--- src/sv/heat_stencil_3d_7point_unit_macros.svh ---
// Assertion macros shared by the heat stencil RTL.
// Depends on nothing; included by modules that carry concurrent checks.
`ifndef HEAT_STENCIL_3D_7POINT_UNIT_MACROS_SVH
`define HEAT_STENCIL_3D_7POINT_UNIT_MACROS_SVH

// Same-cycle implication, disabled while reset is asserted
`define HS3D_CHECK(label, clk, rst_n, ante, cons, msg) \
    label: assert property (@(posedge clk) disable iff (!rst_n) (ante) |-> (cons)) \
        else $error(msg);

// Next-cycle implication, disabled while reset is asserted
`define HS3D_CHECK_NEXT(label, clk, rst_n, ante, cons, msg) \
    label: assert property (@(posedge clk) disable iff (!rst_n) (ante) |=> (cons)) \
        else $error(msg);

`endif

--- src/sv/hs3d_pkg.sv ---
// Shared types and constants of the 3D seven-point heat stencil.
// No dependencies; used by the tracker, the update and the top module.
package hs3d_pkg;

    localparam int DATA_W     = 32;
    localparam int SUM_W      = 36;
    localparam int X_W        = 16;
    localparam int YZ_W       = 7;
    localparam int POS_W      = 14;
    localparam int CFG_IDX_W  = 2;
    localparam int CFG_DATA_W = 16;

    localparam logic [CFG_IDX_W-1:0] REG_SIZE_X = 2'd0;
    localparam logic [CFG_IDX_W-1:0] REG_SIZE_Y = 2'd1;
    localparam logic [CFG_IDX_W-1:0] REG_SIZE_Z = 2'd2;

    localparam logic MODE_SAMPLE = 1'b0;
    localparam logic MODE_DRAIN  = 1'b1;

    localparam int SIZE_RESET = 64;
    localparam int SIZE_MIN   = 3;

    // Effective grid dimensions and the input-to-output lag in samples
    typedef struct packed {
        logic [X_W-1:0]   nx;
        logic [YZ_W-1:0]  ny;
        logic [YZ_W-1:0]  nz;
        logic [POS_W-1:0] lag;
    } t_dims;

    // Per-transfer decision from the position tracker
    typedef struct packed {
        logic adv;
        logic emit;
        logic inner;
        logic last;
    } t_step;

endpackage

--- src/sv/hs3d_calc.sv ---
// Seven-point update: c + ((sum of six neighbors - 6c) >>> 3), or c on the boundary.
// Depends on hs3d_pkg.
module hs3d_calc (
    input  logic signed [hs3d_pkg::DATA_W-1:0] i_center,
    input  logic signed [hs3d_pkg::DATA_W-1:0] i_xm,
    input  logic signed [hs3d_pkg::DATA_W-1:0] i_xp,
    input  logic signed [hs3d_pkg::DATA_W-1:0] i_ym,
    input  logic signed [hs3d_pkg::DATA_W-1:0] i_yp,
    input  logic signed [hs3d_pkg::DATA_W-1:0] i_zm,
    input  logic signed [hs3d_pkg::DATA_W-1:0] i_zp,
    input  logic                               i_inner,
    output logic signed [hs3d_pkg::DATA_W-1:0] o_value
);

    logic signed [hs3d_pkg::SUM_W-1:0] c_w, nsum, diff, res;

    // Sum in a width that cannot overflow, then floor-divide by eight
    always_comb begin
        c_w  = hs3d_pkg::SUM_W'(i_center);
        nsum = hs3d_pkg::SUM_W'(i_xm) + hs3d_pkg::SUM_W'(i_xp)
             + hs3d_pkg::SUM_W'(i_ym) + hs3d_pkg::SUM_W'(i_yp)
             + hs3d_pkg::SUM_W'(i_zm) + hs3d_pkg::SUM_W'(i_zp);
        diff = nsum - ((c_w <<< 2) + (c_w <<< 1));
        res  = c_w + (diff >>> 3);
        o_value = i_inner ? res[hs3d_pkg::DATA_W-1:0] : i_center;
    end

endmodule

--- config.mk ---
export PLATFORM = sky130hd
export DESIGN_NAME = hs3d_calc
export DESIGN_NICKNAME = d
export VERILOG_FILES = /design/src/sv/heat_stencil_3d_7point_unit_macros.svh /design/src/sv/hs3d_pkg.sv /design/src/sv/hs3d_calc.sv
export SDC_FILE = /design/constraint.sdc
export NUM_CORES = 1
export LEC_CHECK = 0
export BUFFER_PORTS_ARGS = -buffer_cell sky130_fd_sc_hd__buf_2
export CELL_PAD_IN_SITES_DETAIL_PLACEMENT = 0
export CELL_PAD_IN_SITES_GLOBAL_PLACEMENT = 2
export CORE_MARGIN = 8
export CORE_UTILIZATION = 35
export DETAILED_ROUTE_END_ITERATION = 10
export GPL_ROUTABILITY_DRIVEN = 0
export PLACE_DENSITY_LB_ADDON = 0.1
export SLEW_MARGIN = 15
export SYNTH_ARGS = -nofsm -noshare
export SYNTH_HDL_FRONTEND = slang
export SYNTH_SLANG_ARGS = --single-unit
export TNS_END_PERCENT = 20
--- constraint.sdc ---
create_clock -name vclk -period 10.3
set_clock_uncertainty 0.05 [all_clocks]
set_input_delay 0 -clock vclk [all_inputs]
set_output_delay 0 -clock vclk [all_outputs]
set_load 0.01 [all_outputs]
# Yosys cells after proc, flatten, opt, wreduce, memory -nomap -nowiden
# Index checks and enable logic that the tools add are counted.
[classes]
n_div = 0
n_reduce_logical = 0
muxes = 1
n_bitwise = 0
n_lt_le_gt_ge = 0
mul = 0
eq_ne = 0
addsub = 8
shifts = 0
[ops]
columns = ["cell", "count"]
rows = [
  ["$add A35 B32 Y35", 2],
  ["$add A34 B32 Y35", 1],
  ["$add A34 B33 Y35", 1],
  ["$sub A35 B35 Y35", 1],
  ["$add A33 B32 Y34", 1],
  ["$add A32 B32 Y33", 1],
  ["$add A32 B32 Y32", 1],
  ["$mux W32", 1],
]
[word_totals]
latchBits = 0
in_bits = 225
regBits = 0
ram_bits = 0
out_inout_bits = 32
word_cells = 9
rom_bits = 0
n_memories = 0

# Longest topological paths before layout
[depth]
depth_word = 8
ltp_mapped = 30
depth_no_buf = 30

# Least setup slack after synthesis
# Ideal clock, no wire load.
[synth_path]
kind = "in2out"
start = "input port i_xp[3] in the netlist's numbering"
end = "output port o_value[28] in the netlist's numbering"
required_time_ps = 10250
path_slack_ps = 4259
cell_stages = 26
arrival_time_ps = 5991
path_buffers = 0
path_cell_list = "inv_1 fa_1 inv_1 fa_1 fa_1 fa_1 inv_1 fa_1 nand2b_1 a21o_1 a211oi_1 nor3_1 o21ai_0 a21oi_1 o21bai_1 xor2_1 ha_1 a21oi_1 o21a_1 o311ai_0 a221oi_1 o21ai_2 or3_1 a31oi_1 xor2_1 mux2i_1"
[synth_between]
elab_chain_cells = 8
[synth_rtl]
columns = ["item", "line_no", "rtl"]
rows = [
  ["start, declared", "hs3d_calc.sv:6", "input logic signed [hs3d_pkg::DATA_W-1:0] i_xp,"],
  ["$add A32 B32 Y33", "hs3d_calc.sv:20", "nsum = hs3d_pkg::SUM_W'(i_xm) + hs3d_pkg::SUM_W'(i_xp)"],
  ["$add A33 B32 Y34", "hs3d_calc.sv:21", "+ hs3d_pkg::SUM_W'(i_ym) + hs3d_pkg::SUM_W'(i_yp)"],
  ["$add A34 B32 Y35", "hs3d_calc.sv:21", ""],
  ["$add A35 B32 Y35 (2 in series)", "hs3d_calc.sv:22", "+ hs3d_pkg::SUM_W'(i_zm) + hs3d_pkg::SUM_W'(i_zp);"],
  ["$sub A35 B35 Y35", "hs3d_calc.sv:23", "diff = nsum - ((c_w <<< 2) + (c_w <<< 1));"],
  ["$add A32 B32 Y32", "hs3d_calc.sv:24", "res = c_w + (diff >>> 3);"],
  ["$mux W32", "hs3d_calc.sv:25", "o_value = i_inner ? res[hs3d_pkg::DATA_W-1:0] : i_center;"],
  ["end, declared", "hs3d_calc.sv:12", "output logic signed [hs3d_pkg::DATA_W-1:0] o_value"],
]
# Every way passes these cells.

# Final worst setup path
# Same ends and word-level chain as after synthesis.

==> impl_results.md <==
- Layout cells sized above 1: 22.6%
- Hold_sp: i_center[31]
- DP HPWL: 22,000 um
- Final TNS setup: 0 ns
- Row count: 58
- Fin crit share: 68.1%
- Die height: 176 um
- Sequential element share of the synthesized area: 0%
- IO Pins: 257
- CP Data Required Time: 10.25 ns
- Post-Syn Instances: 1,059
- I/O Buffers: 257
- Reg area: 0 um^2
- Chip width: 176 um
- First-pass GRT wire length: 40,200 um
- Final min period: 7.01 ns
- Share of the core filled with cells: 42.0%
- CP Max Fanout: 7
- Antenna violations before repair: 0
- Most common library cells after synthesis: inv_1 (337), fa_1 (195), ha_1 (70), a21oi_1 (52), nand2_1 (51)
- DRT Pass-1 Iters: 4
- Post-CTS resize count: 0
- Worst Path Arrival: 6.96 ns
- Fmax: 143 MHz
- Synthesis Warnings: 0
- Core ar.: 25,300 um^2
- Final ANT Viol Nets: 0
- Status: finished clean
- Ant diodes: 0
- Yosys top cell area share: 43.4%
- Crit start category: input port
- Drt total wl: 23,400 um
- Top post-synthesis cells by area: fa_1 (43%), inv_1 (14%), ha_1 (9.7%), xnor2_1 (3.9%), a21oi_1 (2.9%)
- Worst min-delay path category: input port to primary output
- Global route overflow: 0
- Syn Nets: 1,549
- Number of vias per cell: 4.57
- Seq cells: 0
- Cell accounting for the most synthesized area: fa_1
- Top-count cell post-synth: inv_1
- Setup violators final: 0
- Via count: 7,432
- Critical Path Start: i_xp[3]
- Fill cells: 2,685
- Largest net degree at the start of global routing: 39
- DR WL/cell: 14.4 um
- Synth cell types: 66
- Mapped Avg Cell Area: 8.50 um^2
- Total track usage: 15.2%
- Measured slew at the worst slew-check pin: 0.911 ns
- # Max-Cap Violations: 0
- Max Slew Vio Count: 0
- Final Hold Fails: 0
- Initial detailed-routing violation count: 242
- Vias in the first global route: 8,417
- Hold_ws: 0.271 ns
- Hold-fix buffers at CTS: 0
- Layout area overhead: 17.9%
- RSZ-0062 raised after global routing: false
- Clock buffers: 0
- Critical Path End Type: primary output
- Mapped Area: 9000 um^2
- Die area: 31,100 um^2
- Worst rel slew slack: 39.3%
- Post-CTS Setup Repair Bufs: 0
- Effective utilization at floorplan: 35.6%
- Layout Nets: 1,790
- Drt drc: 0
- Worst Path Class, Setup: input port to primary output
## metal layers
| metal | vias up | track usage [%] | wire (um) |
|---|---|---|---|
| met5 | - | 0 | 0 |
| met3 | 2 | 1.77 | 1130 |
| met1 | 3528 | 20.1 | 10300 |
| met2 | 155 | 27.8 | 12000 |
| met4 | 0 | 0.245 | 21 |
| li1 | 3747 | - | - |
## per-stage QoR
step / cell area, um^2 / setup WS, ns / instances
4_1_cts: 10600 / 3.22 / 1628
2_1_floorplan: 9000 / 4.26 / 1059
3_3_place_gp: 10600 / 3.38 / 1628
3_5_place_dp: 10600 / 3.25 / 1628
6_report: 10600 / 3.29 / 1628
5_1_grt: 10600 / 2.66 / 1628
## cells by family after synthesis
family	after synthesis	synth area share, %
compound gates	192	13.9
mux	21	2.60
fa+ha+maj	265	53.1
xor+xnor	63	6.28
buf+inv	355	15.0
simple gates	163	9.06
## critical path, stage by stage
cell and delay (ns):
buf_2 0.07, inv_1 0.04, fa_1 0.53, inv_1 0.06
fa_1 0.54, fa_1 0.45, fa_1 0.53, inv_1 0.06
fa_1 0.39, nand2b_1 0.21, a21o_1 0.21, a211oi_1 0.45
nor3_1 0.11, o21ai_0 0.47, a21oi_1 0.14, o21bai_1 0.16
xor2_1 0.16, ha_1 0.32, a21oi_1 0.21, o21a_1 0.15
o311ai_0 0.16, a221oi_1 0.34, o21ai_2 0.14, or3_1 0.40
a31oi_1 0.21, xor2_1 0.17, mux2i_1 0.09, buf_2 0.18
## layout make-up
type               count  area (um^2)  share of cell area [%]
repair buffers       257         1290                    12.1
multi-input cells    704         7650                    72.1
inverters            337         1260                    11.9
well taps            330          413                    3.89
## path summary, 6_finish.rpt
kind | to | slack [ns] | cells after the start
worst min-delay path | o_value[31] | 0.27 | 3
worst max-delay path | o_value[28] | 3.29 | 28
## cell usage in the layout (no fill, tap or decap), types with 3 or more instances in the layout
master    count
inv_1       337
buf_2       257
fa_1        195
ha_1         70
a21oi_1      52
nand2_1      51
xnor2_1      40
o21ai_0      38
nor2_1       29
a21o_1       22
xor2_1       22
mux2_2       19
a31oi_1      16
nand3_1      15
nand2b_1     12
nor3_1       11
a211oi_1     11
nor2b_1       6
or3_1         5
o21a_1        5
o21ai_1       5
o21bai_1      5
and3_1        5
nor4_1        5
nand4_1       5
o31ai_1       4
a21oi_2       4
o211ai_1      3
and4_1        3
or2_2         3
nand3b_1      3
nor3b_1       3
Power is left out: the tool's default activity adds up to more than one toggle a clock period on the data nets, which glitch-free logic cannot reach.
