==> config.mk <==
export PLATFORM = sky130hd
export DESIGN_NAME = hs3d_ctrl
export DESIGN_NICKNAME = d
export VERILOG_FILES = /design/src/sv/hs3d_pkg.sv /design/src/sv/hs3d_ctrl.sv
export VERILOG_INCLUDE_DIRS = /design/src /design/src/sv
export SDC_FILE = /design/constraint.sdc
export NUM_CORES = 1
export LEC_CHECK = 0
export ABC_AREA = 1
export BUFFER_PORTS_ARGS = -buffer_cell sky130_fd_sc_hd__buf_4
export CAP_MARGIN = 20
export CELL_PAD_IN_SITES_DETAIL_PLACEMENT = 1
export CELL_PAD_IN_SITES_GLOBAL_PLACEMENT = 2
export CORE_MARGIN = 5
export CORE_UTILIZATION = 35
export DETAILED_ROUTE_END_ITERATION = 16
export PLACE_DENSITY_LB_ADDON = 0.1
export SLEW_MARGIN = 20
export SYNTH_ARGS = -nofsm -noshare
export SYNTH_HDL_FRONTEND = slang
export SYNTH_SLANG_ARGS = --single-unit
==> constraint.sdc <==
create_clock -name i_clk -period 10.5 [get_ports i_clk]
set_input_delay 1.575 -clock i_clk [delete_from_list [all_inputs] [get_ports i_clk]]
set_output_delay 1.575 -clock i_clk [all_outputs]
set_load 0.02 [all_outputs]
==> src/sv/heat_stencil_3d_7point_unit_macros.svh <==
// Assertion macros shared by the heat stencil RTL.
// Depends on nothing; included by modules that carry concurrent checks.
`ifndef HEAT_STENCIL_3D_7POINT_UNIT_MACROS_SVH
`define HEAT_STENCIL_3D_7POINT_UNIT_MACROS_SVH

// Same-cycle implication, disabled while reset is asserted
`define HS3D_CHECK(label, clk, rst_n, ante, cons, msg) \
    label: assert property (@(posedge clk) disable iff (!rst_n) (ante) |-> (cons)) \
        else $error(msg);

// Next-cycle implication, disabled while reset is asserted
`define HS3D_CHECK_NEXT(label, clk, rst_n, ante, cons, msg) \
    label: assert property (@(posedge clk) disable iff (!rst_n) (ante) |=> (cons)) \
        else $error(msg);

`endif

==> src/sv/hs3d_pkg.sv <==
// Shared types and constants of the 3D seven-point heat stencil.
// No dependencies; used by the tracker, the update and the top module.
package hs3d_pkg;

    localparam int DATA_W     = 32;
    localparam int SUM_W      = 36;
    localparam int X_W        = 16;
    localparam int YZ_W       = 7;
    localparam int POS_W      = 14;
    localparam int CFG_IDX_W  = 2;
    localparam int CFG_DATA_W = 16;

    localparam logic [CFG_IDX_W-1:0] REG_SIZE_X = 2'd0;
    localparam logic [CFG_IDX_W-1:0] REG_SIZE_Y = 2'd1;
    localparam logic [CFG_IDX_W-1:0] REG_SIZE_Z = 2'd2;

    localparam logic MODE_SAMPLE = 1'b0;
    localparam logic MODE_DRAIN  = 1'b1;

    localparam int SIZE_RESET = 64;
    localparam int SIZE_MIN   = 3;

    // Effective grid dimensions and the input-to-output lag in samples
    typedef struct packed {
        logic [X_W-1:0]   nx;
        logic [YZ_W-1:0]  ny;
        logic [YZ_W-1:0]  nz;
        logic [POS_W-1:0] lag;
    } t_dims;

    // Per-transfer decision from the position tracker
    typedef struct packed {
        logic adv;
        logic emit;
        logic inner;
        logic last;
    } t_step;

endpackage

==> src/sv/hs3d_ctrl.sv <==
// Position tracker: input and output grid coordinates, pending count, drain.
// Depends on hs3d_pkg and heat_stencil_3d_7point_unit_macros.svh.
`include "heat_stencil_3d_7point_unit_macros.svh"

module hs3d_ctrl (
    input  logic            i_clk,
    input  logic            i_rst_n,
    input  logic            i_clear,
    input  logic            i_accept,
    input  logic            i_mode,
    input  hs3d_pkg::t_dims i_dims,
    output hs3d_pkg::t_step o_step
);

    logic [hs3d_pkg::X_W-1:0]   r_ix, n_ix, r_ox, n_ox;
    logic [hs3d_pkg::YZ_W-1:0]  r_iy, n_iy, r_iz, n_iz;
    logic [hs3d_pkg::YZ_W-1:0]  r_oy, n_oy, r_oz, n_oz;
    logic [hs3d_pkg::POS_W-1:0] r_pend, n_pend;
    logic                       r_full, n_full;

    logic is_sample, drain_emit, emit;
    logic ix_end, iy_end, iz_end, ox_end, oy_end, oz_end;

    // Decide what this transfer does
    always_comb begin
        ix_end = (r_ix == i_dims.nx - hs3d_pkg::X_W'(1));
        iy_end = (r_iy == i_dims.ny - hs3d_pkg::YZ_W'(1));
        iz_end = (r_iz == i_dims.nz - hs3d_pkg::YZ_W'(1));
        ox_end = (r_ox == i_dims.nx - hs3d_pkg::X_W'(1));
        oy_end = (r_oy == i_dims.ny - hs3d_pkg::YZ_W'(1));
        oz_end = (r_oz == i_dims.nz - hs3d_pkg::YZ_W'(1));

        is_sample  = i_accept && (i_mode == hs3d_pkg::MODE_SAMPLE) && !r_full;
        drain_emit = i_accept && !is_sample && r_full && (r_pend != '0);
        emit       = (is_sample && (r_pend >= i_dims.lag)) || drain_emit;

        o_step.adv   = is_sample || drain_emit;
        o_step.emit  = emit;
        o_step.inner = (r_ox != '0) && !ox_end && (r_oy != '0) && !oy_end
                    && (r_oz != '0) && !oz_end;
        o_step.last  = ox_end && oy_end && oz_end;
    end

    // Advance coordinates and pending count
    always_comb begin
        n_ix   = r_ix;
        n_iy   = r_iy;
        n_iz   = r_iz;
        n_ox   = r_ox;
        n_oy   = r_oy;
        n_oz   = r_oz;
        n_full = r_full;
        n_pend = r_pend;

        if (is_sample) begin
            if (iz_end) begin
                n_iz = '0;
                if (iy_end) begin
                    n_iy = '0;
                    if (ix_end) begin
                        n_ix   = '0;
                        n_full = 1'b1;
                    end else begin
                        n_ix = r_ix + hs3d_pkg::X_W'(1);
                    end
                end else begin
                    n_iy = r_iy + hs3d_pkg::YZ_W'(1);
                end
            end else begin
                n_iz = r_iz + hs3d_pkg::YZ_W'(1);
            end
        end

        if (emit) begin
            if (oz_end) begin
                n_oz = '0;
                if (oy_end) begin
                    n_oy = '0;
                    n_ox = ox_end ? '0 : r_ox + hs3d_pkg::X_W'(1);
                end else begin
                    n_oy = r_oy + hs3d_pkg::YZ_W'(1);
                end
            end else begin
                n_oz = r_oz + hs3d_pkg::YZ_W'(1);
            end
        end

        case ({is_sample, emit})
            2'b10:   n_pend = r_pend + hs3d_pkg::POS_W'(1);
            2'b01:   n_pend = r_pend - hs3d_pkg::POS_W'(1);
            default: n_pend = r_pend;
        endcase

        // Drop the volume on its final point or on a register write
        if (i_clear || (emit && o_step.last)) begin
            n_ix   = '0;
            n_iy   = '0;
            n_iz   = '0;
            n_ox   = '0;
            n_oy   = '0;
            n_oz   = '0;
            n_full = 1'b0;
            n_pend = '0;
        end
    end

    always_ff @(posedge i_clk) begin
        if (!i_rst_n) begin
            r_ix   <= '0;
            r_iy   <= '0;
            r_iz   <= '0;
            r_ox   <= '0;
            r_oy   <= '0;
            r_oz   <= '0;
            r_full <= 1'b0;
            r_pend <= '0;
        end else begin
            r_ix   <= n_ix;
            r_iy   <= n_iy;
            r_iz   <= n_iz;
            r_ox   <= n_ox;
            r_oy   <= n_oy;
            r_oz   <= n_oz;
            r_full <= n_full;
            r_pend <= n_pend;
        end
    end

    `HS3D_CHECK(a_pend_bound, i_clk, i_rst_n, 1'b1, r_pend <= i_dims.lag, "pending count above lag")
    `HS3D_CHECK(a_full_origin, i_clk, i_rst_n, r_full, r_ix == '0 && r_iy == '0 && r_iz == '0, "full volume with input coordinates off origin")
    `HS3D_CHECK(a_full_pending, i_clk, i_rst_n, r_full, r_pend != '0, "full volume with nothing pending")
    `HS3D_CHECK_NEXT(a_last_clears, i_clk, i_rst_n, o_step.emit && o_step.last, r_pend == '0 && !r_full && r_ox == '0, "volume not restarted after final point")

endmodule

### Word level (Yosys, flattened, before mapping)

Cells that the tools add are included.

* register bits: 75
* bits in latches: 0
* memory bits (writable): 0
* bits in read-only memories: 0
* bits of input ports: 49
* output and inout bits: 4
* word-level logic and storage cells: 70
* memories kept: 0

* add/subtract/negate cells: 11
* multipliers: 0
* divide/modulo/power cells: 0
* magnitude comparators: 1
* equal/unequal tests: 8
* shift-type cells: 0
* multiplexer cells: 7
* bitwise logic cells: 2
* reduce and logical (&&, ||, !) cells: 33

Operators with widths (number)
* $add A16 B1 Y16 const B: 2
* $eq A16 B16 Y1: 2
* $mux W16: 2
* $add A7 B1 Y7 const B: 4
* $eq A7 B7 Y1: 4
* $mux W7: 4
* $pmux W14 S2: 1
* $reduce_bool A16 Y1: 1
* $sub A16 B1 Y16 const B: 1
* $add A14 B1 Y14 const B: 1
* $ge A14 B14 Y1: 1
* $logic_and A1 B1 Y1: 14
* $reduce_bool A14 Y1: 1
* $reduce_bool A7 Y1: 2
* $sub A14 B1 Y14 const B: 1
* $sub A7 B1 Y7 const B: 2
* $reduce_and A3 Y1: 2
* $logic_not A1 Y1: 5
* $reduce_and A2 Y1: 2
* $reduce_and A4 Y1: 1
* $logic_or A1 B1 Y1: 3
* $eq A2 B1 Y1 const B: 1
* $eq A2 B2 Y1 const B: 1
* $not A1 Y1: 2
* 2 further kinds: 2

### Depth between registers and ports, before layout

Gate-level depths: netlist (run 1).

* word-level depth: 11
* mapped depth: 22
* depth with buffers taken out: 22

### Worst setup path before layout (run 1)

OpenSTA, ideal clock, no wires.

* kind: input port to output port
* start: input i_dims[28] (netlist bit)
* end: output o_step[0] (netlist bit)
* arrival time: 3151 ps
* data required time: 8925 ps
* slack: 5774 ps
* cell stages on the path: 14
* path buffers: 0
* cells stage by stage: inv_1 > ha_1 > nand2_2 > nor2_4 > nand2_1 > nand2_1 > nand2_1 > nand2_1 > nand2_1 > nor2_1 > nand3_1 > nor2_2 > nand2_1 > nor2_1

RTL lines
* start, declared: line hs3d_ctrl.sv:11 `input hs3d_pkg::t_dims i_dims,`
* end, declared: line hs3d_ctrl.sv:12 `output hs3d_pkg::t_step o_step`

==> flow_summary.ini, run 1 <==
[logic_synthesis]
async_flop_share = 0
syn_area_um2 = 6950
synthXorXnorAreaFrac = 0.0640
synth_seq_area_share = 0.216
yosys.area_share.adder = 0.0731
synth_edf_count = 0
ys_seq_elements = 75
synth_top_flop_cell = dfxtp_1
yosys.area_share.simple = 0.476
synth-compound-area-share = 0.0613
syn_area_per_cell_um2 = 5.80
ys_warn_count = 0
syn-num-nets = 1287
synthMuxAreaShare = 0.00144
synthCells = 1198
yosysUniqueCellTypes = 40
synth_top_family_by_area = simple AND/OR/NAND/NOR gates

[die]
start_util = 0.356
core_area_um2 = 19500
pin_count = 53
dieArea_um2 = 22800
die_y_um = 151
rows = 51
die_w_um = 151

[global_route]
grt_pass1_wl_um = 37500
grt_pass1_vias = 7445
grt_max_degree = 48
grtUsageTotal = 0.207
grt_overflow = 0
antenna_found_initial = 0

[placement]
place.port_buffers = 52
gp_congestion = 0.835
placed_area_um2 = 7590
hpwl_um = 19300

[clocking]
post_cts_resized = 0
cts_sinks = 75
cts_setup_buffers = 0
clk_pin_slew_worst_paths_ns = 0.07
cts_tree = built
root_buffer = clkbuf_16
clk_latency_ns = 0.35
cts_buffers = 9
cts_hold_buf = 0
cts_max_level = 3
cts_buffer_depth = 2

[timing]
fmax_mhz = 181
finalHoldViolCount = 0
worst_pin_slew_ns = 1.05
tns_ns = 0
setup_violations = 0
fin_crit_ns = 5.53
slew_headroom = 0.295
drv_slew = 0
timing.final.crit_share = 0.527
rsz0062_at_grt = no
finalClockSkew_ns = 0.0120

[routing]
postRouteAntennaNets = 0
firstDrtPassIters = 4
drt-total-wl_um = 23300
drcViolationCount = 0
routed_via_density = 4.99
vias = 7582
drtIter0Drc = 290
wire_per_inst_um = 15.3

[power_and_ir_drop]
ir_worst_vdd_uv = 67.8
p_leak_nw = 3.74
power_density_nw_per_um2 = 89.4

[final_layout]
diodes = 0
mostFrequentLayoutCells = nand2_1, nor2_1, nand3_1, inv_1, dfxtp_1
final_common_cell = nand2_1
nets = 1338
layout-drive-gt1-share = 0.0734
areaGrowthSynthToFinish_pct = 13.4
final_cell_area_um2 = 7870
fin_util = 0.403

[worst_setup_path]
critPathRequiredTime_ns = 8.93
critical_path_class = in2out
reg2reg_from = r_pend[5]
startpoint_type = input port
timing.rr.end = r_pend[9]
crit_fanout = 7
critPathCaptureType = output port
r2r_cells = 19
critPathArrivalTime_ns = 3.96
reg2reg_slack_ns = 6.32

[hold_path]
min_from = r_oz[0]
holdPathEnd = r_oz[0]
hp-class = reg2reg
hold_depth = 2

[flow_run]
drv_cap = 0

[outcome]
status = finished, final reports clean
[cells by family after synthesis]
| logic type | count (synthesis) |
|---|---|
| buffers and inverters | 188 |
| AOI/OAI and AO/OA | 78 |
| adders and majority gates | 40 |
| and+or+nand+nor | 770 |
| DFF | 75 |
| xor gates and xnor gates | 46 |
| muxes | 1 |
[worst max-delay path, stage by stage]
cell and delay (ns):
buf_4 0.14, inv_1 0.13, ha_1 0.32, nand2_2 0.14, nor2_4 0.18, nand2_1 0.12, nand3_1 0.10, nand2_1 0.06
inv_1 0.06, nand3_1 0.07, a21oi_1 0.50, nand2_1 0.15, nor2_1 0.20, buf_4 0.18
[per-layer routing]
layer | track usage | vias up | share of wire
met2 | 0.339 | 73 | 0.45
met4 | 0.0503 | 0 | 0.015
met3 | 0.0242 | 22 | 0.020
met1 | 0.290 | 3540 | 0.51
li1 | - | 3947 | -
met5 | 0 | - | 0
[report_power, final]
part           total (mW)  switching (mW)  leakage, nW  internal (mW)
clock               0.309           0.145        0.131          0.164
sequential          0.288         0.00225        0.605          0.286
combinational       0.106          0.0663         3.01         0.0400
total               0.704           0.213         3.74          0.490
[final cells by class]
type / instances / area (µm²)
clock buffers: 9 / 225
clock inverters: 7 / 60.1
fillers: 2721 / 11700
inverters: 174 / 653
multi-input cells: 935 / 4700
flip-flops and latches: 75 / 1500
well taps: 265 / 332
repair buffers: 54 / 405
[worst max path at each step]
stage / startpoint / endpoint / slack [ns]
2_1_floorplan: i_dims[28] / o_step[0] / 5.77
3_3_place_gp: i_dims[28] / o_step[0] / 4.86
3_5_place_dp: i_dims[28] / o_step[0] / 4.97
4_1_cts: i_dims[28] / o_step[0] / 4.97
5_1_grt: i_dims[28] / o_step[0] / 4.78
6_report: i_dims[28] / o_step[0] / 4.97
[registers in the layout, summed over array words and instances (netlist names)]
signal	count
r_oy	7
r_oz	7
r_iz	7
r_pend	14
r_iy	7
r_ox	16
r_full	1
r_ix	16
[synth_stat cells, types with 3 or more instances]
library cell | instances | area, µm²
nand2_1 | 346 | 1300
nor2_2 | 5 | 31.3
a21oi_1 | 29 | 145
buf_2 | 5 | 25.0
buf_6 | 4 | 45.0
xor2_1 | 35 | 307
ha_1 | 39 | 488
nor2_1 | 175 | 657
o21ai_0 | 30 | 150
nor4_1 | 9 | 56.3
nor3b_1 | 4 | 30.0
nor3_1 | 23 | 115
o21bai_1 | 4 | 30.0
nand4_1 | 26 | 163
a31oi_1 | 6 | 37.5
nand3_1 | 167 | 836
o21ai_1 | 3 | 15.0
inv_1 | 163 | 612
nand3b_1 | 7 | 52.6
xnor3_1 | 3 | 67.6
dfxtp_1 | 75 | 1500
inv_2 | 9 | 33.8
xnor2_1 | 8 | 70.1
[through the flow]
| step | hold slack (ns) | worst slack, ns | instances | power, mW |
|---|---|---|---|---|
| 3_3_place_gp | 0.495 | 4.86 | 1503 | 0.400 |
| 4_1_cts | 0.516 | 4.97 | 1519 | 0.717 |
| 5_1_grt | 0.536 | 4.78 | 1519 | 0.739 |
| 6_report | 0.516 | 4.97 | 1519 | 0.704 |
| 2_1_floorplan | 0.471 | 5.77 | 1198 | 0.362 |
| 3_5_place_dp | 0.505 | 4.97 | 1503 | 0.402 |
Power figures use the tool's default switching activity.
==> inputs of run 2 (changes only) <==
- ABC_AREA: 1 -> 0
- CORE_UTILIZATION: 35 -> 34
- clock period: 10.5 -> 4.5 ns (I/O delays scaled with it)
==> run 2 against run 1 <==
  * Non-clock buffer count is 15 higher
  * Worst setup slack worse by 4.6 ns
  * Hold slack improved by 0.0095 ns
  * Clock power rose by 150%
  * Combinational power increased by 96%
  * Sequential share of layout area grew 0.73 points
  * Global-route usage shrank 2.1 points
  * Via count down 19%
  * Synthesized cell count shrank 33%
  * Final cell count is 28% lower
  * Sequential power up 130%
  * Flip-flop and latch count did not move
  * Critical endpoint unchanged
==> flow_summary.ini, run 2 <==
[power_and_ir_drop]
comb_power_share = 0.127
p_leak_nw = 2.85
intPower_mw = 1.21
power_mw = 1.64
swShare = 0.266
p_clk_frac = 0.467
power_density_nw_per_um2 = 217
ir_worst_vdd_uv = 171
switchingPower_mw = 0.437
seq_power_share = 0.406

[hold_path]
holdPathEnd = r_oy[6]
hp-class = reg2reg
min_from = r_oy[6]
hold_depth = 2

[final_layout]
areaGrowthSynthToFinish_pct = 13.5
finalNonFillerCells = 1101
layout-drive-gt1-share = 0.140
diodes = 0
mostFrequentLayoutCells = dfxtp_1, buf_4, xnor2_1, nand2_1
final_common_cell = dfxtp_1
nets = 920
top_regs = r_ix: 16 flops, r_ox: 16 flops, r_pend: 14 flops

[logic_synthesis]
synth_seq_area_share = 0.225
synth_top_area_share = 0.225
ys_warn_count = 0
yosysUniqueCellTypes = 78
ys_seq_elements = 75
synth.most_common_cell = dfxtp_1
synthCells = 801
syn-num-nets = 890
async_flop_share = 0
syn_area_um2 = 6680
yosysTopAreaCell = dfxtp_1
synth_edf_count = 0
synthTopCellsByCount = dfxtp_1, xnor2_1, nand2_1
synth_top_flop_cell = dfxtp_1
syn_area_per_cell_um2 = 8.34
synthTopCellsByArea = dfxtp_1, ha_1, xnor2_1

[timing]
rsz0062_at_grt = no
drv_slew = 0
setup_violations = 0
slew_headroom = 0.454
finalHoldViolCount = 0
finalWorstSetupSlack_ns = 0.318
worst_pin_slew_ns = 0.817
tns_ns = 0
fmax_mhz = 239
fin_crit_ns = 4.18
finalClockSkew_ns = 0.0118
timing.final.crit_share = 0.929
whs_ns = 0.526

[routing]
vias = 6119
wire_per_inst_um = 18.7
drcViolationCount = 0
firstDrtPassIters = 4
postRouteAntennaNets = 0
drtIter0Drc = 364
routed_via_density = 5.56
drt-total-wl_um = 20600

[flow_run]
drv_cap = 0

[worst_setup_path]
critPathArrivalTime_ns = 3.51
critical_path_class = in2out
r2r_cells = 14
critPathRequiredTime_ns = 3.83
reg2reg_slack_ns = 0.43
reg2reg_from = r_pend[4]
timing.rr.end = r_pend[13]
crit_fanout = 9
crit_start = i_dims[28]
startpoint_type = input port
critPathCaptureType = output port

[die]
die_w_um = 150
rows = 51
core_area_um2 = 19400
die_y_um = 150
pin_count = 53
dieArea_um2 = 22600
start_util = 0.344

[global_route]
antenna_found_initial = 0
grt_pass1_wl_um = 33800
grt_max_degree = 64
grtUsageTotal = 0.186
grt_overflow = 0
grt_pass1_vias = 6351

[clocking]
cts_setup_buffers = 0
post_cts_resized = 0
cts_buffer_depth = 2
root_buffer = clkbuf_16
clk_latency_ns = 0.35
clk_pin_slew_worst_paths_ns = 0.07
cts_max_level = 3
cts_sinks = 75
cts_tree = built
cts_buffers = 9
cts_hold_buf = 0

[placement]
gp_congestion = 0.818
dp.cells = 1085
hpwl_um = 15800
place.port_buffers = 52
dp_slack_ns = 0.0406

[outcome]
status = finished, final reports clean
-- run 2: cell count changes after synthesis, moves of 30 or more --
| cell | change |
|---|---|
| inv_1 | -124 |
| nand2_1 | -298 |
| nor2_1 | -137 |
| xnor2_1 | +46 |
| nand3_1 | -141 |
| nor4_1 | +30 |
-- run 2: power by group through the flow --
stage / clock, mW / sequential, mW / combinational [mW]
2_1_floorplan: 0 / 0.681 / 0.129
3_3_place_gp: 0 / 0.682 / 0.204
3_5_place_dp: 0 / 0.682 / 0.209
4_1_cts: 0.792 / 0.666 / 0.209
5_1_grt: 0.818 / 0.666 / 0.228
6_report: 0.768 / 0.667 / 0.208
-- run 2: worst max-delay path by stage --
stage,cells past startpoint,to,slack [ns]
after global routing,11,o_step[0],0.06
after detailed placement,16,r_pend[13],0.04
after global placement,16,r_pend[13],0.26
after CTS,11,o_step[0],0.29
after floorplan,16,r_pend[13],0.05
final,11,o_step[0],0.32
-- run 2: per-layer routing --
metal / global-route usage / vias up / wire (µm)
met5: 0 / - / 0
met3: 0.0220 / 12 / 674
met1: 0.262 / 2984 / 10100
met4: 0.0489 / 0 / 221
li1: - / 3043 / -
met2: 0.304 / 80 / 9550
-- run 2: kinds of logic (layout without fill, tap and decap cells) --
kind of cell               count (synthesis)  count (layout)  share of synthesized area
buffers and inverters                     91             126                     0.0642
and+or+nand+nor                          334             334                      0.300
xor gates and xnor gates                  99              99                      0.163
adders and majority gates                 40              40                     0.0760
muxes                                      9               9                     0.0135
AOI/OAI and AO/OA                        153             153                      0.158
DFF                                       75              75                      0.225
-- run 2: metrics by stage --
stage                     utilization  cell area (µm²)
after detailed placement        0.375             7270
final                           0.391             7580
after CTS                       0.391             7580
after floorplan                     -             6690
after global routing            0.391             7580
after global placement          0.375             7270
-- run 2: worst max-delay path: stages --
cell and delay (ns):
buf_4 0.14, inv_1 0.06, ha_1 0.23, nor2b_1 0.69, nand4_1 0.28, nor3_1 0.23
xnor3_1 0.16, nand3_1 0.17, or3_1 0.48, nor3_1 0.21, buf_4 0.19
-- run 2: cell type report --
class / count / area [µm²]
clock buffers: 11 / 243
clock inverters: 5 / 62.6
fillers: 2321 / 11800
inverters: 41 / 154
multi-input cells: 635 / 4760
flip-flops and latches: 75 / 1500
well taps: 265 / 332
repair buffers: 69 / 531
